`src/mte_pkg.sv`:
```
// Shared types and constants for the multi-tap echo.
package mte_pkg;

    localparam int SAMPLE_W  = 32;
    localparam int GAIN_W    = 32;
    localparam int DLY_W     = 13;
    localparam int TAP_W     = GAIN_W + DLY_W;
    localparam int TAP_REGS  = 6;
    localparam int TAP_SEL_W = 3;
    localparam int CFG_IDX_W = 4;
    localparam int CFG_DATA_W = TAP_W;
    localparam int ACC_W     = 64;

    // register index codes
    localparam logic [CFG_IDX_W-1:0] CFG_ENABLE    = 4'd0;
    localparam logic [CFG_IDX_W-1:0] CFG_OUT_GAIN  = 4'd1;
    localparam logic [CFG_IDX_W-1:0] CFG_TAP_FIRST = 4'd2;
    localparam logic [CFG_IDX_W-1:0] CFG_TAP_LAST  = 4'd7;

    localparam logic [SAMPLE_W-1:0] Q31_MAX = 32'h7fff_ffff;
    localparam logic [SAMPLE_W-1:0] Q31_MIN = 32'h8000_0000;
    localparam logic [ACC_W-1:0]    Q63_MAX = 64'h7fff_ffff_ffff_ffff;
    localparam logic [ACC_W-1:0]    Q63_MIN = 64'h8000_0000_0000_0000;
    localparam logic [ACC_W-1:0]    ROUND_HALF = 64'h0000_0000_4000_0000;
    localparam logic [TAP_W-1:0]    TAP0_RESET = 45'h0000_7fff_ffff;

    typedef logic [TAP_REGS-1:0][TAP_W-1:0] tap_arr_t;

    // control word fields driven by the sequencer into the datapath
    typedef struct packed {
        logic mem_clr;    // write zero at the clear pointer
        logic in_ready;   // take an input item
        logic ctx_clr;    // clear accumulator and tap counter
        logic mem_wr;     // write the sample at the write pointer
        logic q_load;     // delay quotient for the current tap
        logic rd_en;      // read the delayed sample
        logic mul_load;   // tap product
        logic acc_load;   // saturating accumulate, next tap
        logic omul_load;  // output gain product, advance write pointer
        logic out_load;   // load result register when free
        logic out_pass;   // result is the input sample itself
    } ctrl_t;

    // datapath flags the sequencer branches on
    typedef struct packed {
        logic clr_busy;
        logic item_valid;
        logic enabled;
        logic more_taps;
        logic out_busy;
    } status_t;

endpackage

```
`src/mte_seq.sv`:
```
// Microcode sequencer: step counter, control ROM and branch logic.
module mte_seq (
    input  logic             aclk,
    input  logic             aresetn,
    input  mte_pkg::status_t status,
    output mte_pkg::ctrl_t   ctrl
);
    import mte_pkg::*;

    typedef enum logic [3:0] {
        ST_CLEAR, ST_IDLE, ST_DISPATCH, ST_WRITE, ST_TAP_Q, ST_TAP_RD,
        ST_TAP_MUL, ST_TAP_ACC, ST_OUT_MUL, ST_OUT_DONE, ST_PASS
    } step_t;

    typedef enum logic [2:0] {
        C_NONE, C_CLR_BUSY, C_NO_ITEM, C_DISABLED, C_MORE_TAPS, C_OUT_BUSY
    } cond_t;

    typedef struct packed {
        ctrl_t ctrl;
        cond_t cond;
        step_t jump;  // taken when cond holds
        step_t next;  // otherwise
    } uword_t;

    function automatic uword_t ucode_rom(step_t s);
        uword_t uw;
        uw = '0;
        uw.cond = C_NONE;
        uw.jump = ST_IDLE;
        uw.next = ST_IDLE;
        case (s)
            ST_CLEAR: begin
                uw.ctrl.mem_clr = 1'b1;
                uw.cond = C_CLR_BUSY; uw.jump = ST_CLEAR; uw.next = ST_IDLE;
            end
            ST_IDLE: begin
                uw.ctrl.in_ready = 1'b1;
                uw.ctrl.ctx_clr  = 1'b1;
                uw.cond = C_NO_ITEM; uw.jump = ST_IDLE; uw.next = ST_DISPATCH;
            end
            ST_DISPATCH: begin
                uw.cond = C_DISABLED; uw.jump = ST_PASS; uw.next = ST_WRITE;
            end
            ST_WRITE: begin
                uw.ctrl.mem_wr = 1'b1;
                uw.next = ST_TAP_Q;
            end
            ST_TAP_Q: begin
                uw.ctrl.q_load = 1'b1;
                uw.next = ST_TAP_RD;
            end
            ST_TAP_RD: begin
                uw.ctrl.rd_en = 1'b1;
                uw.next = ST_TAP_MUL;
            end
            ST_TAP_MUL: begin
                uw.ctrl.mul_load = 1'b1;
                uw.next = ST_TAP_ACC;
            end
            ST_TAP_ACC: begin
                uw.ctrl.acc_load = 1'b1;
                uw.cond = C_MORE_TAPS; uw.jump = ST_TAP_Q; uw.next = ST_OUT_MUL;
            end
            ST_OUT_MUL: begin
                uw.ctrl.omul_load = 1'b1;
                uw.next = ST_OUT_DONE;
            end
            ST_OUT_DONE: begin
                uw.ctrl.out_load = 1'b1;
                uw.cond = C_OUT_BUSY; uw.jump = ST_OUT_DONE; uw.next = ST_IDLE;
            end
            ST_PASS: begin
                uw.ctrl.out_load = 1'b1;
                uw.ctrl.out_pass = 1'b1;
                uw.cond = C_OUT_BUSY; uw.jump = ST_PASS; uw.next = ST_IDLE;
            end
            default: begin
                uw.next = ST_IDLE;
            end
        endcase
        return uw;
    endfunction

    step_t  pc_reg, pc_next;
    uword_t uw;
    logic   taken;

    assign uw = ucode_rom(pc_reg);

    always_comb begin
        case (uw.cond)
            C_NONE:      taken = 1'b0;
            C_CLR_BUSY:  taken = status.clr_busy;
            C_NO_ITEM:   taken = !status.item_valid;
            C_DISABLED:  taken = !status.enabled;
            C_MORE_TAPS: taken = status.more_taps;
            C_OUT_BUSY:  taken = status.out_busy;
            default:     taken = 1'b0;
        endcase
        pc_next = taken ? uw.jump : uw.next;
    end

    always_ff @(posedge aclk) begin
        if (!aresetn) begin
            pc_reg <= ST_CLEAR;
        end else begin
            pc_reg <= pc_next;
        end
    end

    assign ctrl = uw.ctrl;

endmodule

```
`config.mk`:
```
export PLATFORM = sky130hd
export DESIGN_NAME = mte_seq
export DESIGN_NICKNAME = d
export VERILOG_FILES = /design/src/mte_pkg.sv /design/src/mte_seq.sv
export SDC_FILE = /design/constraint.sdc
export NUM_CORES = 1
export LEC_CHECK = 0
export ABC_AREA = 1
export BUFFER_PORTS_ARGS = -buffer_cell sky130_fd_sc_hd__buf_2
export CELL_PAD_IN_SITES_DETAIL_PLACEMENT = 1
export CELL_PAD_IN_SITES_GLOBAL_PLACEMENT = 1
export CORE_AREA = 8 8 45 47
export DETAILED_ROUTE_END_ITERATION = 7
export DIE_AREA = 0 0 53 55
export PLACE_DENSITY = 0.83
export SLEW_MARGIN = 15
export SYNTH_ARGS = -nofsm -noshare
export SYNTH_HDL_FRONTEND = slang
export SYNTH_SLANG_ARGS = --single-unit
```
`constraint.sdc`:
```
create_clock -name aclk -period 2.6 [get_ports aclk]
set_input_delay 0.52 -clock aclk [delete_from_list [all_inputs] [get_ports aclk]]
set_output_delay 0.52 -clock aclk [all_outputs]
set_load 0.02 [all_outputs]
```
==> metrics.md <==
| Metric | Value |
|---|---|
| Core ar. | between 1000 and 1500 sq um |
| Min Tclk post-route | approximately 1.8 ns |
| Design area | ~500 sq um |
| Starting Density | between 20% and 30% |
| GR Util All Layers | a little under 9% |
| Area delta synth->final | 32.0% |
| Antenna Cells | 0 |
| Routed Antenna Nets | 0 |
| Synthesized area | roughly 380 sq um |
| First-pass GRT wire length | between 1500 and 2000 microns |
| FF-to-FF End | pc_reg[3] |
| Critical Path Start Type | flop |
| TritonCTS clock tree | done |
| Worst-Margin Slew | around 0.28 ns |
| Share of cells above drive strength 1 | a little over two fifths |
| RSZ-0062 raised after global routing | no |
| CP Data Arrival Time | 1.25 ns |
| Cells after synthesis | 63 |
| Top fanout value on the critical path | 4 |
| Die W | around 53 microns |
| Area of the multi-input gates | approximately 240 sq um |
| Power Dens Cells | 1090 nW/um^2 |
| Die area | 2920 sq um |
| FP Rows | 14 |
| Util after Layout | 35.8% |
| CTS Buf Count | 3 |
| Routed WL | ~1200 microns |
| Top FF cell, synth | dfxtp_1 |
| Initial antenna violation count | 0 |
| Hold-fix buffers at CTS | 0 |
| Detailed placer's ending HPWL | 1030 microns |
| Fillers | roughly 200 |
| Reg2Reg Depth | 7 |
| Yosys warning count | 0 |
| FFs w/ async S/R, synth | 0% |
| Ports | 18 |
| Critical path endpoint category | primary output |
| P_leak | approximately 0.29 nW |
| RR Startpoint | pc_reg[2] |
| Largest register FFs | 4 |
| Number of remaining DRC errors | 0 |
| Status | completed |
| Setup TNS | 0 ns |
| GP Congestion | 0.761 |
| Post-DP Area | 473 sq um |
| Seq/Total Area, Yosys | 21.3% |
| Syn Area/Cell | ~6.0 sq um |
| Reg2Reg Setup Slack | 1.30 ns |
| Routed WL per cell | 12.1 microns |
| Buffers on Ports | 17 |
| Setup crit start | pc_reg[0] |
| DR vias | 440 |
| Clk pin slew, worst setup/hold paths | roughly 0.04 ns |
| Clock root buffer | clkbuf_4 |
| Max Buffers Root-to-Sink | 2 |
| H-Tree Depth | 1 |
| Top cells by area, synth | dfxtp_1 (21%), nor2_1 (18%), nand2_2 (8.3%) |
| Die Y | ~55 microns |
| Pre-antenna DRT Iters | 4 |
| Number of synthesized flops with an enable pin | 0 |
| Commonest cells post-synth | nor2_1 (18), inv_1 (7), nand2_1 (7) |
| Fin Clk Skew | ~0.0052 ns |
| Crit path required time | ~2.1 ns |
| Setup crit end | ctrl[8] |
| TritonCTS Sinks | 4 |
| Vias in the first global route | roughly 440 |
| Clock Latency Late Sink | approximately 0.24 ns |
| Register bit total from synthesis | 4 |
| Final period utilization | about two thirds |
| F_max | around 570 MHz |
| Maximum vdd drop | just under 0.0004 V |
| Total global routing overflow | 0 |
| Post_cts resized | 0 |
| 1st-iter DRT viols | 8 |
| Reg area | around 80 sq um |
| Hold crit path type | input pin to flop |
| Critical path class | flop to primary output |
| Number of max-cap violations | 0 |
| Post-synth top area share | about a fifth |
| Largest net degree at the start of global routing | 8 |
| Final Max Tran Viols | 0 |
| Netlist cell types | 19 |
| Drt via density | about 4.5 |
| Final nets | 91 |
| Top-count cell post-synth | nor2_1 |
| Post-Syn Nets | 70 |
| Post-CTS Setup Inserts | 0 |
| Final hold violation count | 0 |
| Worst slew margin | 81.4% |
| Synth area leader | dfxtp_1 |
| Final setup fails | 0 |
==> cell type report <==
| type | count | share of cell area [%] |
|---|---|---|
| inverters | 11 | 9.34 |
| clock buffers | 3 | 4.55 |
| well taps | 16 | 4.04 |
| multi-input cells | 47 | 48.7 |
| flip-flops and latches | 4 | 16.2 |
| repair buffers | 17 | 17.2 |
==> worst min-delay path by stage <==
stage / from / to / slack [ns] / cells after the start
after floorplan: pc_reg[3] / pc_reg[0] / 0.57 / 4
after global placement: pc_reg[1] / pc_reg[2] / 0.62 / 2
after detailed placement: pc_reg[3] / pc_reg[0] / 0.62 / 4
after CTS: aresetn / pc_reg[0] / 0.54 / 3
after global routing: aresetn / pc_reg[2] / 0.54 / 2
final: aresetn / pc_reg[0] / 0.54 / 3
==> cell usage in the layout, fill, tap and decap left out, drive strengths merged <==
master,n
clkinv,1
o31a,1
nand3b,2
o21ai,1
nand2,12
nand4,3
a21oi,2
clkbuf,3
buf,17
nor3,2
dfxtp,4
nand3,2
nor2,22
inv,10
==> metrics by stage <==
step           setup WS, ns  hold slack [ns]  std cells  power, mW
2_1_floorplan         0.945            0.572         63      0.377
3_3_place_gp           1.12            0.621         95      0.456
3_5_place_dp           1.10            0.620         95      0.463
4_1_cts               0.818            0.541         98      0.547
5_1_grt               0.724            0.543         98      0.593
6_report              0.830            0.543         98      0.540
==> report_power, final <==
part	leakage (nW)	internal [mW]	switching (mW)
Combinational	0.240	0.113	0.239
Clock	0.0138	0.0518	0.0278
Sequential	0.0330	0.0825	0.0255
==> worst max-delay path: stages, from the launching register on <==
cell,delay [ns]
dfxtp_1,0.39
inv_2,0.07
nor2_2,0.15
inv_1,0.09
nor2_1,0.13
buf_2,0.19
==> routing by layer <==
metal / global-route usage, % / share of wire, % / vias to the layer above
li1: - / - / 235
met1: 10.2 / 43 / 187
met2: 14.1 / 46 / 16
met3: 4.55 / 9.9 / 2
met4: 2.59 / 0.59 / 0
met5: 0 / 0 / -
==> logic make-up (layout without fill, tap and decap cells) <==
| logic type | Yosys count | after routing | share of synthesized area [%] |
|---|---|---|---|
| DFF | 4 | 4 | 21.3 |
| AOI/OAI and AO/OA | 4 | 4 | 7.33 |
| and+or+nand+nor | 43 | 43 | 57.0 |
| buffers and inverters | 12 | 31 | 14.3 |
Power figures use the tool's default switching activity.
